### src/rtl/core/bpfl_pkg.sv
package bpfl_pkg;

    localparam int MAX_CHUNKS_DEF = 8;
    localparam int MAX_BPC_DEF    = 128;

    localparam int MODE_W     = 2;
    localparam int IDX_W      = 10;
    localparam int STATUS_W   = 2;
    localparam int OFF_W      = 22;
    localparam int CNT_W      = 11;
    localparam int CHUNK_W    = 4;
    localparam int BPC_W      = 8;
    localparam int ELEM_W     = 13;
    localparam int ALIGN_W    = 3;
    localparam int TOTAL_W    = 12;
    localparam int STRIDE_W   = 13;
    localparam int EPOCH_W    = 8;
    localparam int CFG_IDX_W  = 2;
    localparam int CFG_DATA_W = 13;
    localparam int IN_DATA_W  = 16;
    localparam int OUT_DATA_W = 64;

    localparam logic [MODE_W-1:0] MODE_ALLOC = 2'd0;
    localparam logic [MODE_W-1:0] MODE_FREE  = 2'd1;
    localparam logic [MODE_W-1:0] MODE_CLEAR = 2'd2;

    localparam logic [STATUS_W-1:0] STAT_OK        = 2'd0;
    localparam logic [STATUS_W-1:0] STAT_EXHAUSTED = 2'd1;
    localparam logic [STATUS_W-1:0] STAT_RANGE     = 2'd2;

    localparam logic [CFG_IDX_W-1:0] CFG_ELEM_BYTES  = 2'd0;
    localparam logic [CFG_IDX_W-1:0] CFG_ALIGN_LOG2  = 2'd1;
    localparam logic [CFG_IDX_W-1:0] CFG_BPC         = 2'd2;
    localparam logic [CFG_IDX_W-1:0] CFG_CHUNK_LIMIT = 2'd3;

    localparam logic [ELEM_W-1:0]  ELEM_RST  = 13'd8;
    localparam logic [ALIGN_W-1:0] ALIGN_RST = 3'd3;
    localparam logic [BPC_W-1:0]   BPC_RST   = 8'd128;
    localparam logic [CHUNK_W-1:0] LIMIT_RST = 4'd8;

    localparam logic [CNT_W-1:0] FREE_CAP = 11'd2047;

    typedef struct packed {
        logic accept;
        logic commit;
        logic rebuild;
        logic sweep_init;
        logic sweep_step;
    } t_dp_cmd;

    typedef struct packed {
        logic epoch_wrap;
        logic clear_wrap;
        logic sweep_last;
        logic out_free;
    } t_dp_stat;

endpackage

### src/rtl/core/bpfl_ctrl.sv
module bpfl_ctrl
    import bpfl_pkg::*;
(
    input  logic     i_clk,
    input  logic     i_rst_n,
    input  logic     i_cfg_we,
    input  logic     i_in_valid,
    output logic     o_in_ready,
    input  t_dp_stat i_stat,
    output t_dp_cmd  o_cmd
);

    localparam logic [1:0] ST_SWEEP = 2'd0;
    localparam logic [1:0] ST_IDLE  = 2'd1;
    localparam logic [1:0] ST_EXEC  = 2'd2;

    logic [1:0] r_state;
    logic [1:0] n_state;
    logic       r_cfg_pend;
    logic       n_cfg_pend;

    always_comb begin
        o_cmd      = '0;
        o_in_ready = 1'b0;
        n_state    = r_state;
        n_cfg_pend = r_cfg_pend;
        case (r_state)
            ST_SWEEP: begin
                if (r_cfg_pend) begin
                    o_cmd.rebuild    = 1'b1;
                    o_cmd.sweep_init = 1'b1;
                    n_cfg_pend       = 1'b0;
                end else begin
                    o_cmd.sweep_step = 1'b1;
                    if (i_stat.sweep_last) begin
                        n_state = ST_IDLE;
                    end
                end
            end
            ST_IDLE: begin
                if (r_cfg_pend) begin
                    o_cmd.rebuild = 1'b1;
                    n_cfg_pend    = 1'b0;
                    if (i_stat.epoch_wrap) begin
                        o_cmd.sweep_init = 1'b1;
                        n_state          = ST_SWEEP;
                    end
                end else begin
                    o_in_ready = 1'b1;
                    if (i_in_valid) begin
                        o_cmd.accept = 1'b1;
                        n_state      = ST_EXEC;
                    end
                end
            end
            ST_EXEC: begin
                if (i_stat.out_free) begin
                    o_cmd.commit = 1'b1;
                    n_state      = ST_IDLE;
                    if (i_stat.clear_wrap) begin
                        o_cmd.sweep_init = 1'b1;
                        n_state          = ST_SWEEP;
                    end
                end
            end
            default: begin
                n_state = ST_IDLE;
            end
        endcase
        if (i_cfg_we) begin
            n_cfg_pend = 1'b1;
        end
    end

    // reset starts with a pending rebuild so the first sweep also sets up the pool
    always_ff @(posedge i_clk) begin
        if (!i_rst_n) begin
            r_state    <= ST_SWEEP;
            r_cfg_pend <= 1'b1;
        end else begin
            r_state    <= n_state;
            r_cfg_pend <= n_cfg_pend;
        end
    end

endmodule

### config.mk
export PLATFORM = sky130hd
export DESIGN_NAME = bpfl_ctrl
export DESIGN_NICKNAME = d
export VERILOG_FILES = /design/src/rtl/core/bpfl_pkg.sv /design/src/rtl/core/bpfl_ctrl.sv
export SDC_FILE = /design/constraint.sdc
export NUM_CORES = 1
export LEC_CHECK = 0
export BUFFER_PORTS_ARGS = -buffer_cell sky130_fd_sc_hd__buf_2
export CORE_AREA = 2 2 39 41
export CTS_BUF_LIST = sky130_fd_sc_hd__clkbuf_2
export CTS_CLUSTER_SIZE = 8
export DETAILED_ROUTE_END_ITERATION = 12
export DIE_AREA = 0 0 41 43
export GPL_TIMING_DRIVEN = 0
export PLACE_DENSITY = 0.45
export SKIP_LAST_GASP = 1
export SLEW_MARGIN = 10
export SYNTH_ARGS = -nofsm -noshare
export SYNTH_HDL_FRONTEND = slang
export SYNTH_SLANG_ARGS = --single-unit
### constraint.sdc
create_clock -name i_clk -period 3.26 [get_ports i_clk]
set_clock_uncertainty 0.2 [all_clocks]
set_input_delay 0.652 -clock i_clk [delete_from_list [all_inputs] [get_ports i_clk]]
set_output_delay 0.652 -clock i_clk [all_outputs]
set_load 0.02 [all_outputs]
# Word level (Yosys, flattened, before mapping)
# Cells that the tools add are included.
dict set report word_totals {
  elab_cells 37
  ff_bits 3
  output_inout_bits 6
}
dict set report op_classes {
  mux 23
  eq_ne 7
  bitwise 1
  n_reduce_logical 4
}
# operator count
set ops {}
lappend ops {{$mux W2} 8}
lappend ops {{$mux W1} 12}
lappend ops {{$ne A2 B2 Y1 const B} 3}
lappend ops {{$ne A3 B3 Y1 const B} 2}
lappend ops {{$pmux W2 S3} 1}
lappend ops {{$reduce_and A5 Y1} 1}
lappend ops {{$reduce_or A2 Y1} 2}
lappend ops {{$pmux W1 S3} 1}
lappend ops {{$eq A2 B1 Y1 const B} 1}
lappend ops {{$eq A2 B2 Y1 const B} 1}
lappend ops {{$logic_not A2 Y1} 1}
lappend ops {{$pmux W1 S2} 1}
lappend ops {{$not A1 Y1} 1}

# Logic depth before layout (Yosys ltp)
# Gate-level depths: netlist (run 1).
dict set report logic_depth {
  word_depth 3
  depth_mapped 3
  mapped_depth_nobuf 3
}

# Worst setup path before layout (run 1)
# OpenSTA, ideal clock, no wires.
dict set report synth_path {
  kind {input to output}
  from {input i_stat[0] (netlist name)}
  to {output o_cmd[1] (netlist name)}
  path_buffers 0
  cell_stages 3
  setup_slack_ps 1088
  required_time_ps 2408
  arrival_ps 1320
  cell_sequence {inv_1 nor2_1 a22o_1}
}
# item line
set synth_lines {}
lappend synth_lines {{start: declaration} bpfl_ctrl.sv:9} ;# input t_dp_stat i_stat,
lappend synth_lines {{end: declaration} bpfl_ctrl.sv:10} ;# output t_dp_cmd o_cmd

==> impl_metrics.tcl, run 1 <==
set metrics [dict create \
    min_path_cells 2 \
    ys_top_cells_by_area "dfxtp_1 (31%), nor2b_1 (6.5%), nor3b_2 (6.5%)" \
    remaining_drc_errors 0 \
    path_max_fanout 2 \
    fin_crit_sh_pct 65.54 \
    pwr-share-comb_pct 16.8 \
    post_cts_buffers 0 \
    fmax_mhz 468.1 \
    routedWlPerCell_um 8.875 \
    synth.ff_latch_count 3 \
    cts_root_buf "clkbuf_2" \
    finalSetupViolations 0 \
    crit_type "in2out" \
    gp_congestion 0.5986 \
    numCtsBuffers 3 \
    worstPathRequired_ns 2.41 \
    critPathCaptureType "primary output" \
    period_needed_ns 2.136 \
    n_antenna_cell 0 \
    std_cell_rows 14 \
    multi_input_area_um2 127.6 \
    grt_overflow 0 \
    p_sw_mw 0.03192 \
    regArea_um2 60.06 \
    io_pins 14 \
    power_leakage_nw 0.1482 \
    grt_pass1_vias 213 \
    tns_ns 0 \
    cts_tree "done" \
    rsz0062_at_grt "no" \
    nets 49 \
    netlist.area_leader.share_pct 31.37 \
    synth-warning-count 0 \
    clk_pin_slew_ns 0.05 \
    internal-power_mw 0.07990 \
    hpwlAfterDp_um 402.8 \
    ys_seq_area_share_pct 31.37 \
    vias 216 \
    start_util_pct 13.83 \
    worst_pin_slew_ns 0.2547 \
    hold_viol_final 0 \
    h-tree-depth 1 \
    first_iter_violations 4 \
    dieArea_um2 1763 \
    syn-cell-area_um2 191.4 \
    cap_violations 0 \
    synth_top_cell_by_area "dfxtp_1" \
    slew_headroom_pct 83.00 \
    die_h_um 43 \
    ctsHoldBuffers 0 \
    p_clk_share_pct 47.2 \
    power_density_nw_per_um2 377.1 \
    grt_pass1_wl_um 738 \
    cts_resized 0 \
    reg2reg_depth 3 \
    worst-endpoint-arrival_ns 1.28 \
    worstSkewPairLatency_ns 0.21 \
    drt_pass1_iterations 2 \
    vdd_drop_max_mv 0.09570 \
    die_w_um 41 \
    grt.total_usage_pct 7.121 \
    postSynthAreaPerCell_um2 8.323 \
    wirelength_um 497 \
    drv_slew 0 \
    startpoint_type "primary input" \
    final_antenna_net_count 0 \
    fin_cells 56 \
    area_growth_pct 54.90 \
    share_seq_of_total_power_pct 36.1 \
    dp_cells 52 \
    status "finished clean" \
    fillers 165 \
    layout-drive-gt1-share_pct 50.00 \
    grt_max_degree 8 \
    switching_share_pct 28.55 \
    clock_path_buffers 2 \
    ys_types 17 \
    core_um2 1384 \
    drt-vias-per-instance 3.857 \
    numClockSinks 3 \
    antenna_found_initial 0 \
    portBuffers 13 \
    syn_inst 23 \
    synth_nets 31 \
    worst_hold_path_type "reg2reg" \
]
[cell usage after synthesis (all sizes together)]
cell    instances
a21oi           1
a22o            1
and2            1
dfxtp           3
inv             1
mux2i           1
nand2           1
nand2b          1
nand3b          1
nand4b          1
nor2            3
nor2b           2
nor3            1
nor3b           1
o21a            1
o21ai           2
or2b            1
[layout make-up]
| cell class | instances | area share [%] |
|---|---|---|
| clock buffer | 4 | 6.751 |
| inverter | 1 | 1.266 |
| multi-input combinational | 19 | 43.04 |
| sequential | 3 | 20.25 |
| tap | 16 | 6.751 |
| timing repair buffer | 13 | 21.94 |
[layout by cell type, fill, tap and decap left out]
cell	count
a22o_1	1
nand2_1	1
nand3b_1	1
mux2i_1	1
nor3_1	1
buf_2	13
o21a_1	1
nor2_1	3
a21oi_1	1
inv_1	1
or2b_1	1
nand4b_1	1
clkbuf_2	4
dfxtp_1	3
nor3b_2	1
o21ai_1	2
nand2b_2	1
nor2b_1	2
and2_4	1
[path summary, 6_finish.rpt]
kind | from | slack (ns) | endpoint
hold / removal | r_state[0]$_SDFFE_PN0P_ | 0.35 | r_state[0]$_SDFFE_PN0P_
hold reg to reg | r_state[0]$_SDFFE_PN0P_ | 0.35 | r_state[0]$_SDFFE_PN0P_
setup reg to reg | r_state[1]$_SDFFE_PN0P_ | 2.09 | r_state[1]$_SDFFE_PN0P_
setup / recovery | i_stat[3] | 1.12 | o_cmd[1]
[worst max-delay path, cell delays in order]
cell	delay, ns
buf_2	0.10
or2b_1	0.21
a22o_1	0.17
buf_2	0.15
[metal layers]
layer,global-route usage [%],part of all wire [%],wire [µm],vias to the layer above
met5,0,0,0,-
met4,8.000,0,0,0
met3,4.712,8.2,41,0
met2,9.688,51,255,9
met1,6.090,40,200,93
li1,-,-,-,114
[power by group through the flow]
stage	logic [mW]	registers, mW	clock network, mW
after floorplan	0.0104	0.0405	0
after detailed placement	0.0189	0.0411	0
after global routing	0.0204	0.0405	0.0606
after CTS	0.0191	0.0404	0.0556
after global placement	0.0188	0.0410	0
final	0.0187	0.0404	0.0527
[state kept, by name (all words and copies together) (netlist names)]
name	count
r_state	2
r_cfg_pend	1
[cell families after synthesis]
kind of cell,synth area share [%]
muxes,5.229
and+or+nand+nor,45.10
buffers and inverters,1.959
DFF,31.37
AOI/OAI and AO/OA,16.34
[per-stage QoR]
step	util, %	worst slack [ns]	hold slack (ns)	power (mW)	instance area (µm²)
after floorplan	-	1.088	0.2912	0.05082	191.4
after global placement	19.98	1.121	0.3363	0.05975	276.5
after detailed placement	19.98	1.120	0.3358	0.05996	276.5
after CTS	21.43	1.120	0.3517	0.1151	296.5
after global routing	21.43	1.094	0.3782	0.1215	296.5
final	21.43	1.124	0.3485	0.1118	296.5
Note: power is estimated with default switching activity, not from simulation.
==> run 2, diff against run 1 <==
- PLACE_DENSITY: 0.45 -> 0.46
- clock period: 3.26 -> 1.89 ns (I/O delays scaled with it)
==> run 2 against run 1 <==
  * Hold slack worse by 0.18 ns
  * Combinational power is 71% higher
  * Register-to-register slack got worse by 1.4 ns
  * Clock power up 70%
  * Global-route usage rose by 0.30 points
  * Wire length shrank 3.2%
  * Flip-flop and latch count is the same
  * Design area unchanged
  * Core utilization is the same
  * Largest cell class unchanged
  * Sequential share of layout area unchanged
==> impl_metrics.tcl, run 2 (synthesis gave the netlist of run 1 again) <==
set metrics [dict create \
    grt_max_degree 8 \
    largest_reg_flops 2 \
    grt_pass1_vias 199 \
    vdd_drop_max_mv 0.1570 \
    post_cts_buffers 0 \
    hold_path_end "r_cfg_pend$_SDFFE_PP1P_" \
    layout_common_cells "buf_2 (13), clkbuf_2 (4), nor2_1 (3), dfxtp_1 (3)" \
    r2r_end "r_state[1]$_SDFFE_PN0P_" \
    ctsHoldBuffers 0 \
    place_area_um2 276.5 \
    remaining_drc_errors 0 \
    clk_pin_slew_ns 0.05 \
    grt_use_met3_pct 6.283 \
    nets 49 \
    min_path_cells 2 \
    finalSetupViolations 0 \
    dieArea_um2 1763 \
    grt-busiest-layer "met2" \
    rrSetupSlack_ns 0.72 \
    startpoint "r_state[1]$_SDFFE_PN0P_" \
    worstPathRequired_ns 1.31 \
    final_cell_area_um2 296.5 \
    rsz0062_at_grt "no" \
    start_util_pct 13.83 \
    portBuffers 13 \
    tns_ns 0 \
    period_needed_ns 1.752 \
    power_density_nw_per_um2 644.8 \
    area_growth_pct 54.90 \
    met1_usage_pct 6.410 \
    numCtsBuffers 3 \
    status "finished clean" \
    fin_crit_sh_pct 92.70 \
    layout-drive-gt1-share_pct 50.00 \
    worst_slack_ns 0.1380 \
    numClockSinks 3 \
    core_um2 1384 \
    die_w_um 41 \
    vias 216 \
    min-delay-start "i_cfg_we" \
    grt_overflow 0 \
    io_pins 14 \
    final_core_util_pct 21.43 \
    hpwlAfterDp_um 398.4 \
    h-tree-depth 1 \
    power.total_mw 0.1912 \
    die_h_um 43 \
    grt.total_usage_pct 7.422 \
    antenna_found_initial 0 \
    path_max_fanout 7 \
    power_leakage_nw 0.1482 \
    reg2reg_depth 3 \
    cap_violations 0 \
    critPathCaptureType "primary output" \
    fmax_mhz 570.8 \
    first_iter_violations 3 \
    worst_hold_path_type "in2reg" \
    crit_type "reg2out" \
    cts_tree "done" \
    r2r-start "r_state[1]$_SDFFE_PN0P_" \
    gp_congestion 0.6029 \
    grt_pass1_wl_um 765 \
    std_cell_rows 14 \
    startpoint_type "flip-flop" \
    worst_pin_slew_ns 0.2464 \
    final_antenna_net_count 0 \
    place_worst_setup_slack_ns 0.2964 \
    drt_pass1_iterations 2 \
    worstSkewPairLatency_ns 0.20 \
    top_register "r_state" \
    wirelength_um 481 \
    worst-endpoint-arrival_ns 1.17 \
    cts_resized 0 \
    use_met2_pct 9.375 \
    drt-vias-per-instance 3.857 \
    n_antenna_cell 0 \
    slew_headroom_pct 83.55 \
    clock_path_buffers 2 \
    mostFrequentLayoutCell "buf_2" \
    drv_slew 0 \
    reg_top3 "r_state x2, r_cfg_pend x1" \
    cts_root_buf "clkbuf_2" \
    routedWlPerCell_um 8.589 \
    hold_viol_final 0 \
]
run 2: cell counts in the layout (fill, tap and decap cells not counted):
No cell type changed its count.
run 2: worst max path at each step:
| stage | to | slack [ns] | cells after the start |
|---|---|---|---|
| CTS | o_cmd[1] | 0.10 | 4 |
| detailed placement | o_cmd[1] | 0.30 | 4 |
| global route | o_cmd[1] | 0.008 | 4 |
| global placement | o_cmd[1] | 0.30 | 4 |
| floorplan | o_cmd[1] | 0.17 | 3 |
| finish | o_cmd[1] | 0.14 | 4 |
run 2: where the power goes:
| part | total, mW | switching [mW] | internal, mW | leakage [nW] |
|---|---|---|---|---|
| clock network | 0.0897 | 0.0338 | 0.0559 | 0.0166 |
| registers | 0.0695 | 0.00363 | 0.0659 | 0.0246 |
| logic | 0.0320 | 0.0159 | 0.0161 | 0.107 |
run 2: area by class of cell:
| class | instances | area, µm² |
|---|---|---|
| sequential | 3 | 60.06 |
| fill | 166 | 1087 |
| multi-input combinational | 19 | 127.6 |
| timing repair buffer | 13 | 65.06 |
| inverter | 1 | 3.754 |
| tap | 16 | 20.02 |
| clock buffer | 4 | 20.02 |
run 2: routing by layer:
layer / up-vias / wire [µm]
li1: 115 / -
met1: 93 / 200
met2: 8 / 240
met3: 0 / 39
met4: 0 / 0
met5: - / 0
run 2: worst max-delay path, stage by stage, from the launching register on:
cell	delay, ns
dfxtp_1	0.45
nand2b_2	0.10
nor2_1	0.12
a22o_1	0.14
buf_2	0.15
run 2: stage by stage:
stage | hold WS, ns | instances
after global routing | 0.1341 | 56
after global placement | 0.3352 | 52
final | 0.1701 | 56
after CTS | 0.1568 | 56
after floorplan | 0.2611 | 23
after detailed placement | 0.3372 | 52
